--- src/rtl/prrq_pkg.sv ---
// Package: shared constants and codes of the priority round-robin ready queue.
`timescale 1ns / 1ps
`default_nettype none
package prrq_pkg;
    localparam int DEF_NUM_SLOTS  = 16;
    localparam int DEF_NUM_LEVELS = 8;

    localparam int FUNC_W = 2;
    localparam int SLOT_W = 4;
    localparam int PRIO_W = 3;
    localparam int STAT_W = 2;

    localparam logic [FUNC_W-1:0] FUNC_INSERT  = 2'd0;
    localparam logic [FUNC_W-1:0] FUNC_REMOVE  = 2'd1;
    localparam logic [FUNC_W-1:0] FUNC_PREEMPT = 2'd2;
    localparam logic [FUNC_W-1:0] FUNC_PICK    = 2'd3;

    localparam logic [STAT_W-1:0] STAT_DONE   = 2'd0;
    localparam logic [STAT_W-1:0] STAT_IDLE   = 2'd1;
    localparam logic [STAT_W-1:0] STAT_ERROR  = 2'd2;
    localparam logic [STAT_W-1:0] STAT_REJECT = 2'd3;
endpackage
`default_nettype wire

--- src/rtl/prrq_if.sv ---
// Interfaces: request and response channels of the ready queue.
`timescale 1ns / 1ps
`default_nettype none
interface prrq_req_if;
    logic       valid;
    logic       ready;
    logic [1:0] func;
    logic [3:0] slot;
    logic [2:0] priority_req;
    modport source (output valid, output func, output slot, output priority_req, input ready);
    modport sink (input valid, input func, input slot, input priority_req, output ready);
endinterface

interface prrq_rsp_if;
    logic       valid;
    logic       ready;
    logic [3:0] next_slot;
    logic [1:0] status_code;
    logic       switch_needed;
    modport source (output valid, output next_slot, output status_code, output switch_needed,
                    input ready);
    modport sink (input valid, input next_slot, input status_code, input switch_needed,
                  output ready);
endinterface
`default_nettype wire

--- src/rtl/prrq_ram.sv ---
// Generic RAM: one write port, one read port, registered read data.
`timescale 1ns / 1ps
`default_nettype none
module prrq_ram #(
    parameter int WIDTH = 4,
    parameter int DEPTH = 16
) (
    input  wire                       i_clk,
    input  wire                       i_we,
    input  wire [$clog2(DEPTH)-1:0]   i_waddr,
    input  wire [WIDTH-1:0]           i_wdata,
    input  wire [$clog2(DEPTH)-1:0]   i_raddr,
    output logic [WIDTH-1:0]          o_rdata
);
    logic [WIDTH-1:0] r_mem [DEPTH];

    always_ff @(posedge i_clk) begin
        if (i_we) begin
            r_mem[i_waddr] <= i_wdata;
        end
        o_rdata <= r_mem[i_raddr];
    end
endmodule
`default_nettype wire

--- src/rtl/priority_round_robin_ready_queue.sv ---
// Top level: multilevel priority round-robin ready queue over linked task slots.
// Steps per request: insert APP, remove UNL, pick PICK, preempt UNL/APP/PICK as needed, then
// FIN; rejects and stray removes go straight to FIN, which waits while the response stalls.
// Throughput: one word at a time; the sequencer over the link RAMs sets the rate.
// A new request word is taken while a finished response still waits.
// Reset clears queued and non-empty flags; link RAMs and heads/tails need no clearing.
`timescale 1ns / 1ps
`default_nettype none
module priority_round_robin_ready_queue #(
    parameter int NUM_SLOTS  = prrq_pkg::DEF_NUM_SLOTS,
    parameter int NUM_LEVELS = prrq_pkg::DEF_NUM_LEVELS
) (
    input  wire        i_clk,
    input  wire        i_rst_n,
    prrq_req_if.sink   i_req,
    prrq_rsp_if.source o_rsp
);
    import prrq_pkg::*;

    localparam int SW = $clog2(NUM_SLOTS);
    localparam int LW = $clog2(NUM_LEVELS);
    localparam logic [LW-1:0] LAST_LV = LW'(NUM_LEVELS - 1);

    localparam logic [2:0] S_IDLE = 3'd0;
    localparam logic [2:0] S_UNL  = 3'd1;
    localparam logic [2:0] S_APP  = 3'd2;
    localparam logic [2:0] S_PICK = 3'd3;
    localparam logic [2:0] S_FIN  = 3'd4;

    logic [2:0]        r_state;
    logic [FUNC_W-1:0] r_func;
    logic [SLOT_W-1:0] r_slot;
    logic [SW-1:0]     r_sidx;
    logic              r_in_range;
    logic [LW-1:0]     r_lv;

    logic [LW-1:0]     r_level [NUM_SLOTS];
    logic [NUM_SLOTS-1:0]  r_queued;
    logic [SW-1:0]     r_head [NUM_LEVELS];
    logic [SW-1:0]     r_tail [NUM_LEVELS];
    logic [NUM_LEVELS-1:0] r_nonempty;

    logic [SLOT_W-1:0] r_res_slot;
    logic [STAT_W-1:0] r_res_stat;
    logic              r_res_sw;

    logic              r_out_valid;
    logic [SLOT_W-1:0] r_out_slot;
    logic [STAT_W-1:0] r_out_stat;
    logic              r_out_sw;

    logic              accept;
    logic [SW-1:0]     in_sidx;
    logic              in_range;
    logic [LW-1:0]     in_lv_sat;
    logic [LW-1:0]     in_lv_cur;
    logic [LW-1:0]     lvl_s;
    logic [LW-1:0]     lvl_s_sat;

    logic              nx_we, pv_we;
    logic [SW-1:0]     nx_waddr, pv_waddr, nx_wdata, pv_wdata, raddr;
    logic [SW-1:0]     rd_next, rd_prev;

    logic              pk_found;
    logic [SW-1:0]     pk_head;
    logic              unl_head, unl_tail;
    logic              out_free;

    assign accept    = i_req.valid && i_req.ready;
    assign i_req.ready = (r_state == S_IDLE);
    assign in_sidx   = SW'(i_req.slot);
    assign in_range  = (32'(i_req.slot) < NUM_SLOTS);
    assign in_lv_sat = (32'(i_req.priority_req) >= NUM_LEVELS) ? LAST_LV
                                                               : LW'(i_req.priority_req);
    assign in_lv_cur = (32'(r_level[in_sidx]) >= NUM_LEVELS) ? LAST_LV : r_level[in_sidx];
    assign lvl_s     = r_level[r_sidx];
    assign lvl_s_sat = (32'(lvl_s) >= NUM_LEVELS) ? LAST_LV : lvl_s;
    assign raddr     = in_sidx;
    assign unl_head  = (r_head[lvl_s_sat] == r_sidx);
    assign unl_tail  = (r_tail[lvl_s_sat] == r_sidx);
    assign out_free  = !r_out_valid || o_rsp.ready;

    prrq_ram #(.WIDTH(SW), .DEPTH(NUM_SLOTS)) u_next_ram (
        .i_clk(i_clk), .i_we(nx_we), .i_waddr(nx_waddr), .i_wdata(nx_wdata),
        .i_raddr(raddr), .o_rdata(rd_next)
    );
    prrq_ram #(.WIDTH(SW), .DEPTH(NUM_SLOTS)) u_prev_ram (
        .i_clk(i_clk), .i_we(pv_we), .i_waddr(pv_waddr), .i_wdata(pv_wdata),
        .i_raddr(raddr), .o_rdata(rd_prev)
    );

    always_comb begin
        pk_found = 1'b0;
        pk_head  = '0;
        for (int l = NUM_LEVELS - 1; l >= 0; l--) begin
            if (r_nonempty[l]) begin
                pk_found = 1'b1;
                pk_head  = r_head[l];
            end
        end
    end

    always_comb begin
        nx_we = 1'b0; nx_waddr = rd_prev; nx_wdata = rd_next;
        pv_we = 1'b0; pv_waddr = rd_next; pv_wdata = rd_prev;
        case (r_state)
            S_UNL: begin
                if (!unl_head) begin
                    nx_we = 1'b1;
                    pv_we = !unl_tail;
                end
            end
            S_APP: begin
                nx_waddr = r_tail[r_lv];
                nx_wdata = r_sidx;
                pv_waddr = r_sidx;
                pv_wdata = r_tail[r_lv];
                nx_we    = r_nonempty[r_lv];
                pv_we    = r_nonempty[r_lv];
            end
            default: begin
            end
        endcase
    end

    always_ff @(posedge i_clk) begin
        if (!i_rst_n) begin
            r_state     <= S_IDLE;
            r_queued    <= '0;
            r_nonempty  <= '0;
            r_out_valid <= 1'b0;
        end else begin
            if (o_rsp.ready && r_state != S_FIN) begin
                r_out_valid <= 1'b0;
            end
            case (r_state)
                S_IDLE: begin
                    if (accept) begin
                        r_func     <= i_req.func;
                        r_slot     <= i_req.slot;
                        r_sidx     <= in_sidx;
                        r_in_range <= in_range;
                        r_res_slot <= '0;
                        r_res_stat <= STAT_DONE;
                        r_res_sw   <= 1'b0;
                        case (i_req.func)
                            FUNC_INSERT: begin
                                r_lv <= in_lv_sat;
                                if (!in_range || r_queued[in_sidx]) begin
                                    r_res_stat <= STAT_REJECT;
                                    r_state    <= S_FIN;
                                end else begin
                                    r_state <= S_APP;
                                end
                            end
                            FUNC_REMOVE: begin
                                r_state <= (in_range && r_queued[in_sidx]) ? S_UNL : S_FIN;
                            end
                            FUNC_PREEMPT: begin
                                r_lv <= in_lv_cur;
                                if (!in_range) begin
                                    r_state <= S_PICK;
                                end else if (r_queued[in_sidx]) begin
                                    r_state <= S_UNL;
                                end else begin
                                    r_state <= S_APP;
                                end
                            end
                            default: begin
                                r_state <= S_PICK;
                            end
                        endcase
                    end
                end
                S_UNL: begin
                    r_lv <= lvl_s_sat;
                    if (unl_head && unl_tail) begin
                        r_nonempty[lvl_s_sat] <= 1'b0;
                    end else if (unl_head) begin
                        r_head[lvl_s_sat] <= rd_next;
                    end else if (unl_tail) begin
                        r_tail[lvl_s_sat] <= rd_prev;
                    end
                    r_queued[r_sidx] <= 1'b0;
                    r_state <= (r_func == FUNC_REMOVE) ? S_FIN : S_APP;
                end
                S_APP: begin
                    if (!r_nonempty[r_lv]) begin
                        r_head[r_lv]     <= r_sidx;
                        r_nonempty[r_lv] <= 1'b1;
                    end
                    r_tail[r_lv]     <= r_sidx;
                    r_level[r_sidx]  <= r_lv;
                    r_queued[r_sidx] <= 1'b1;
                    r_state <= (r_func == FUNC_INSERT) ? S_FIN : S_PICK;
                end
                S_PICK: begin
                    if (pk_found) begin
                        r_res_slot <= SLOT_W'(pk_head);
                        r_res_stat <= STAT_DONE;
                        r_res_sw   <= (32'(pk_head) != 32'(r_slot));
                    end else if (r_in_range && lvl_s == LAST_LV) begin
                        r_res_slot <= r_slot;
                        r_res_stat <= STAT_IDLE;
                    end else begin
                        r_res_slot <= '0;
                        r_res_stat <= STAT_ERROR;
                    end
                    r_state <= S_FIN;
                end
                S_FIN: begin
                    if (out_free) begin
                        r_out_valid <= 1'b1;
                        r_out_slot  <= r_res_slot;
                        r_out_stat  <= r_res_stat;
                        r_out_sw    <= r_res_sw;
                        r_state     <= S_IDLE;
                    end
                end
                default: begin
                    r_state <= S_IDLE;
                end
            endcase
        end
    end

    assign o_rsp.valid         = r_out_valid;
    assign o_rsp.next_slot     = r_out_slot;
    assign o_rsp.status_code   = r_out_stat;
    assign o_rsp.switch_needed = r_out_sw;

    a_err_zero: assert property (@(posedge i_clk) disable iff (!i_rst_n)
        (o_rsp.valid && o_rsp.status_code == STAT_ERROR)
            |-> (o_rsp.next_slot == '0 && !o_rsp.switch_needed))
        else $error("error response carries a slot");
    a_idle_nosw: assert property (@(posedge i_clk) disable iff (!i_rst_n)
        (o_rsp.valid && o_rsp.status_code == STAT_IDLE) |-> !o_rsp.switch_needed)
        else $error("idle keep asks for a switch");
    a_rst_clear: assert property (@(posedge i_clk)
        !i_rst_n |=> (r_nonempty == '0 && r_queued == '0 && !o_rsp.valid))
        else $error("reset left queue state");
endmodule
`default_nettype wire

--- src/flat_wrapper.sv ---
// flat-port wrapper written by rule: the top's interface ports become plain ports
module priority_round_robin_ready_queue_flat import prrq_pkg::*;
#(
    parameter int NUM_SLOTS  = prrq_pkg::DEF_NUM_SLOTS,
    parameter int NUM_LEVELS = prrq_pkg::DEF_NUM_LEVELS
)
  (i_clk, i_rst_n, i_req_valid, i_req_func, i_req_slot, i_req_priority_req, i_req_ready, o_rsp_valid, o_rsp_next_slot, o_rsp_status_code, o_rsp_switch_needed, o_rsp_ready);
  prrq_req_if i_req_i ();
  prrq_rsp_if o_rsp_i ();
  input  wire i_clk;
  input  wire i_rst_n;
  input wire logic [$bits(i_req_i.valid)-1:0] i_req_valid;
  input wire logic [$bits(i_req_i.func)-1:0] i_req_func;
  input wire logic [$bits(i_req_i.slot)-1:0] i_req_slot;
  input wire logic [$bits(i_req_i.priority_req)-1:0] i_req_priority_req;
  output wire logic [$bits(i_req_i.ready)-1:0] i_req_ready;
  output wire logic [$bits(o_rsp_i.valid)-1:0] o_rsp_valid;
  output wire logic [$bits(o_rsp_i.next_slot)-1:0] o_rsp_next_slot;
  output wire logic [$bits(o_rsp_i.status_code)-1:0] o_rsp_status_code;
  output wire logic [$bits(o_rsp_i.switch_needed)-1:0] o_rsp_switch_needed;
  input wire logic [$bits(o_rsp_i.ready)-1:0] o_rsp_ready;
  assign i_req_i.valid = i_req_valid;
  assign i_req_i.func = i_req_func;
  assign i_req_i.slot = i_req_slot;
  assign i_req_i.priority_req = i_req_priority_req;
  assign i_req_ready = i_req_i.ready;
  assign o_rsp_valid = o_rsp_i.valid;
  assign o_rsp_next_slot = o_rsp_i.next_slot;
  assign o_rsp_status_code = o_rsp_i.status_code;
  assign o_rsp_switch_needed = o_rsp_i.switch_needed;
  assign o_rsp_i.ready = o_rsp_ready;
  priority_round_robin_ready_queue #(.NUM_SLOTS(NUM_SLOTS), .NUM_LEVELS(NUM_LEVELS)) u_core (.i_clk(i_clk), .i_rst_n(i_rst_n), .i_req(i_req_i), .o_rsp(o_rsp_i));
endmodule
--- config.mk ---
export PLATFORM = sky130hd
export DESIGN_NAME = priority_round_robin_ready_queue_flat
export DESIGN_NICKNAME = d
export VERILOG_FILES = /design/src/rtl/prrq_pkg.sv /design/src/rtl/prrq_if.sv /design/src/rtl/prrq_ram.sv /design/src/rtl/priority_round_robin_ready_queue.sv /design/src/flat_wrapper.sv
export SDC_FILE = /design/constraint.sdc
export NUM_CORES = 1
export LEC_CHECK = 0
export ABC_AREA = 0
export BUFFER_PORTS_ARGS = -buffer_cell sky130_fd_sc_hd__buf_4
export CAP_MARGIN = 20
export CORE_UTILIZATION = 67
export DETAILED_ROUTE_END_ITERATION = 8
export PLACE_DENSITY = 0.94
export SLEW_MARGIN = 20
export SYNTH_ARGS = -nofsm -noshare
export SYNTH_HDL_FRONTEND = slang
export SYNTH_HIERARCHICAL = 1
export SYNTH_SLANG_ARGS = --single-unit
--- constraint.sdc ---
create_clock -name i_clk -period 12.45 [get_ports i_clk]
set_input_delay 2.49 -clock i_clk [delete_from_list [all_inputs] [get_ports i_clk]]
set_output_delay 2.49 -clock i_clk [all_outputs]
set_load 0.05 [all_outputs]
==> results.md <==
### Run status
• **outcome** complete, no violations

### Detailed routing
• **highest routed metal layer** met4
• **violation count after the first detailed-routing iteration** 1337
• **number of nets with antenna violations after detailed routing** 0
• **Via-to-Cell Ratio** 7.37
• **WL final** 34.6 mm
• **total length of routed met3 wires** 3.67 mm
• **detailed-router iteration count before antenna repair** 5
• **met2 wire len** 17.1 mm
• **wire per inst** 26.8 um
• **DRC violation count after routing** 0
• **number of vias after detailed routing** 9515
• **met1 WL** 12.3 mm

### CTS
• **Post-CTS Setup Inserts** 0
• **worst skew pair latency** 0.56 ns
• **number of clock sinks** 306
• **clock tree root driver cell** sky130_fd_sc_hd__clkbuf_16
• **CTS tree** yes
• **quantity of gates resized following cts** 0
• **hold buffer count at cts** 0
• **CTS buffer count** 30
• **CTS Buffer Depth** 3
• **# H-tree levels** 1
• **CTS clock-pin slew for the worst setup and hold paths** 0.06 ns

### STA
• **Hold Slack** 0.423 ns
• **Period Utilization, post-route** 48.7%
• **count of endpoints failing hold in the final timing report** 0
• **Relative slew margins** 31.0%
• **total negative slack** 0 ns
• **worst path setup slack after routing** 6.38 ns
• **Max Fclk** 165 MHz
• **setup repair after global routing missed its margin** false
• **Slew Viols, Final** 0
• **Worst-Margin Slew** 1.03 ns
• **setup violation total in the final timing report** 0
• **time the final worst path needs with I/O delays and setup** 6.07 ns
• **Final Skew** 0.0123 ns

### Synth
• **number of flops mapped to enable cells by yosys** 263
• **share of flip-flops with an asynchronous set or reset after synthesis** 0%
• **share of the yosys chip area belonging to registers** 61.9%
• **Yosys warning count** 6
• **Post-Synthesis Cells** 995
• **area fraction of the dominant cell type after synthesis** 55.8%
• **largest area contributor in the synthesized netlist** sky130_fd_sc_hd__edfxtp_1
• **flip-flop and latch count after synthesis** 306
• **Mapped Area** 14100 sq um
• **Post-Synthesis Mean Instance Area** 14.2 sq um
• **syn_nets** 1008
• **cell types with the largest area share after synthesis** sky130_fd_sc_hd__edfxtp_1 (56%), sky130_fd_sc_hd__mux4_2 (6.4%), sky130_fd_sc_hd__dfxtp_1 (6.1%)
• **Top FF cell, synth** sky130_fd_sc_hd__edfxtp_1
• **number of unique standard cell types used by synthesis** 73

### Flow run
• **Maximum Capacitance Violations** 0

### GRT
• **largest net degree at the start of global routing** 51
• **global-route congestion overflow total** 0
• **wire length of the first global-routing pass** 53.4 mm
• **vias in the first global route** 9437
• **number of antenna violations at the first check in global routing** 0
• **total routing resource utilization after global routing** 32.8%

### Min path
• **critical hold path startpoint** u_core/r_res_sw
• **instance count along the most critical hold path** 0
• **Endpoint, Worst Hold** u_core/o_rsp.switch_needed
• **worst min-delay path category** reg -> reg

### Final layout
• **core occupancy in the finished layout** 75.3%
• **Filler cells** 1145
• **layout cell share with drive strength beyond 1** 16.4%
• **cell area after layout** 15400 sq um
• **Syn-to-layout area delta** 9.16%
• **Total Nets Final** 1010
• **total inserted antenna cells** 0

### Setup path
• **CP startpoint kind** flop
• **destination of the worst register-to-register timing path** u_core/u_prev_ram/r_mem[0][0]
• **nature of the critical path endpoint** flop
• **crit path kind** reg -> reg
• **register-to-register setup slack** 6.38 ns
• **highest fanout seen on the critical path** 21
• **worst path arrival time** 6.26 ns
• **data required time at the worst endpoint** 12.64 ns
• **cells on worst reg2reg path** 12

### Floorplanning
• **width of the die** 147 um
• **Core Rows** 52
• **I/O Pins** 22
• **area of the core region** 20500 sq um
• **chip height** 147 um
• **starting density of the core** 69.0%
• **die area** 21700 sq um

### Placement
• **post-detailed-placement half-perimeter wirelength** 22.1 mm
• **total cell area at the placement stage** 14400 sq um
• **global placer's final weighted congestion** 0.969
• **input/output buffers** 21
• **Placement Setup Slack** 6.73 ns

### Pwr
• **total power divided by cell area** 167 nW/um^2
• **reported leakage power** 5.07 nW
• **Max rail drop VDD** 0.187 mV

-- cell families after synthesis --
logic type / count (synthesis) / share of synthesized area (%)
AOI/OAI and AO/OA: 173 / 8.29
xor gates and xnor gates: 12 / 0.849
and+or+nand+nor: 318 / 11.3
buffers and inverters: 72 / 2.57
adders and majority gates: 1 / 0.0708
DFF: 306 / 61.9
muxes: 113 / 15.0
-- synthesized netlist by cell type (all sizes together), types with 2 or more instances --
library cell and n:
a22oi 14, a31o 4, mux4 68, o22a 2, o211ai 17, a221oi 4, xnor2 9, a21o 2
or2 2, o31ai 4, a211oi 12, or3 3, a21oi 26, or3b 3, and4 2, clkbuf 39
and2 5, mux2 20, a22o 3, nand4 15, a2111oi 3, a2bb2oi 2, nor3 19, mux2i 25
a31oi 5, nand3b 4, nor2b 16, a311oi 2, a32oi 2, inv 10, buf 23, edfxtp 263
nor4 6, nand2b 16, or4 2, xor2 3, nand2 80, dfxtp 43, and3 9, o21ai 61
nand3 61, nor2 71, o32ai 4, nand4b 2
-- worst max path at each step --
stage / from / to / cells after the start
finish: flop / u_core/u_prev_ram/r_mem[0][0] / 12
global route: flop / u_core/u_prev_ram/r_mem[0][0] / 12
CTS: flop / u_core/u_prev_ram/r_mem[0][1] / 12
detailed placement: flop / u_core/u_prev_ram/r_mem[0][3] / 12
global placement: flop / u_core/u_prev_ram/r_mem[0][0] / 12
floorplan: i_req_slot[0] / flop / 7
-- worst max-delay path, cell delays in order, from the launching register on --
cell,delay [ns]
sky130_fd_sc_hd__dfxtp_1,0.85
sky130_fd_sc_hd__mux2i_1,0.17
sky130_fd_sc_hd__a22oi_1,0.40
sky130_fd_sc_hd__a21o_1,0.64
sky130_fd_sc_hd__nand2_1,0.52
sky130_fd_sc_hd__a2111oi_0,0.59
sky130_fd_sc_hd__nor4_1,0.15
sky130_fd_sc_hd__xnor2_1,0.18
sky130_fd_sc_hd__o21ai_2,0.17
sky130_fd_sc_hd__o21ai_1,0.35
sky130_fd_sc_hd__o21ai_0,0.66
sky130_fd_sc_hd__or3b_2,0.56
sky130_fd_sc_hd__nor3_1,0.45
-- registers in the layout (all words and copies together), names as in the netlist, 8 cells and up, named ones only --
name	cells
u_core/r_head	32
u_core/r_level	48
u_core/r_nonempty	8
u_core/r_tail	32
u_core/u_next_ram/r_mem	64
u_core/u_prev_ram/r_mem	64
-- layout make-up --
| class | count | area (sq um) | share of cell area (%) |
|---|---|---|---|
| inverters | 10 | 37.5 | 0.243 |
| clock buffers | 45 | 897 | 5.81 |
| repair buffers | 32 | 240 | 1.56 |
| clock inverters | 11 | 145 | 0.940 |
| well taps | 270 | 338 | 2.19 |
| multi-input cells | 617 | 5020 | 32.5 |
| flip-flops and latches | 306 | 8760 | 56.7 |
-- cell usage in the layout, fill, tap and decap left out, types with 4 or more instances in the layout --
cell type,Yosys,final
sky130_fd_sc_hd__clkbuf_1,39,6
sky130_fd_sc_hd__a31oi_1,5,5
sky130_fd_sc_hd__a21oi_1,24,24
sky130_fd_sc_hd__inv_1,10,10
sky130_fd_sc_hd__dfxtp_1,43,43
sky130_fd_sc_hd__nor2b_1,16,16
sky130_fd_sc_hd__o32ai_1,4,4
sky130_fd_sc_hd__mux2i_1,25,25
sky130_fd_sc_hd__nor2_1,67,67
sky130_fd_sc_hd__edfxtp_1,263,263
sky130_fd_sc_hd__nand4_1,13,13
sky130_fd_sc_hd__clkbuf_8,0,9
sky130_fd_sc_hd__a211oi_1,11,11
sky130_fd_sc_hd__mux2_1,4,4
sky130_fd_sc_hd__o31ai_1,4,4
sky130_fd_sc_hd__a31o_2,4,4
sky130_fd_sc_hd__nand2_1,80,80
sky130_fd_sc_hd__o211ai_1,17,17
sky130_fd_sc_hd__and3_1,9,9
sky130_fd_sc_hd__o21ai_0,56,51
sky130_fd_sc_hd__clkbuf_16,0,30
sky130_fd_sc_hd__a22oi_1,14,14
sky130_fd_sc_hd__nand3b_1,4,4
sky130_fd_sc_hd__clkinv_2,0,4
sky130_fd_sc_hd__a221oi_1,4,4
sky130_fd_sc_hd__mux2_2,15,15
sky130_fd_sc_hd__and2_1,5,5
sky130_fd_sc_hd__nor4_1,5,5
sky130_fd_sc_hd__mux4_1,28,28
sky130_fd_sc_hd__mux4_2,40,40
sky130_fd_sc_hd__nand2b_1,16,16
sky130_fd_sc_hd__xnor2_1,7,7
sky130_fd_sc_hd__nand3_1,61,61
sky130_fd_sc_hd__nor3_1,18,18
sky130_fd_sc_hd__buf_4,3,32
sky130_fd_sc_hd__o21ai_1,4,9
-- report_power, final --
| group | leakage (nW) | internal [mW] | switching (mW) |
|---|---|---|---|
| Clock | 0.517 | 0.559 | 0.375 |
| Sequential | 2.73 | 1.18 | 0.0376 |
| Combinational | 1.82 | 0.140 | 0.291 |
-- per-layer routing --
metal	up-vias	global-route usage, %
met2	764	54.4
met1	4650	43.7
li1	3952	-
met3	149	5.06
met4	0	13.8
met5	-	0
-- stage by stage --
step / power (mW) / instances
after floorplan: 1.53 / 995
after global placement: 1.63 / 1235
after detailed placement: 1.64 / 1235
after CTS: 2.57 / 1291
after global routing: 2.66 / 1291
final: 2.58 / 1291
No activity file was read; power rests on OpenSTA's default activity.
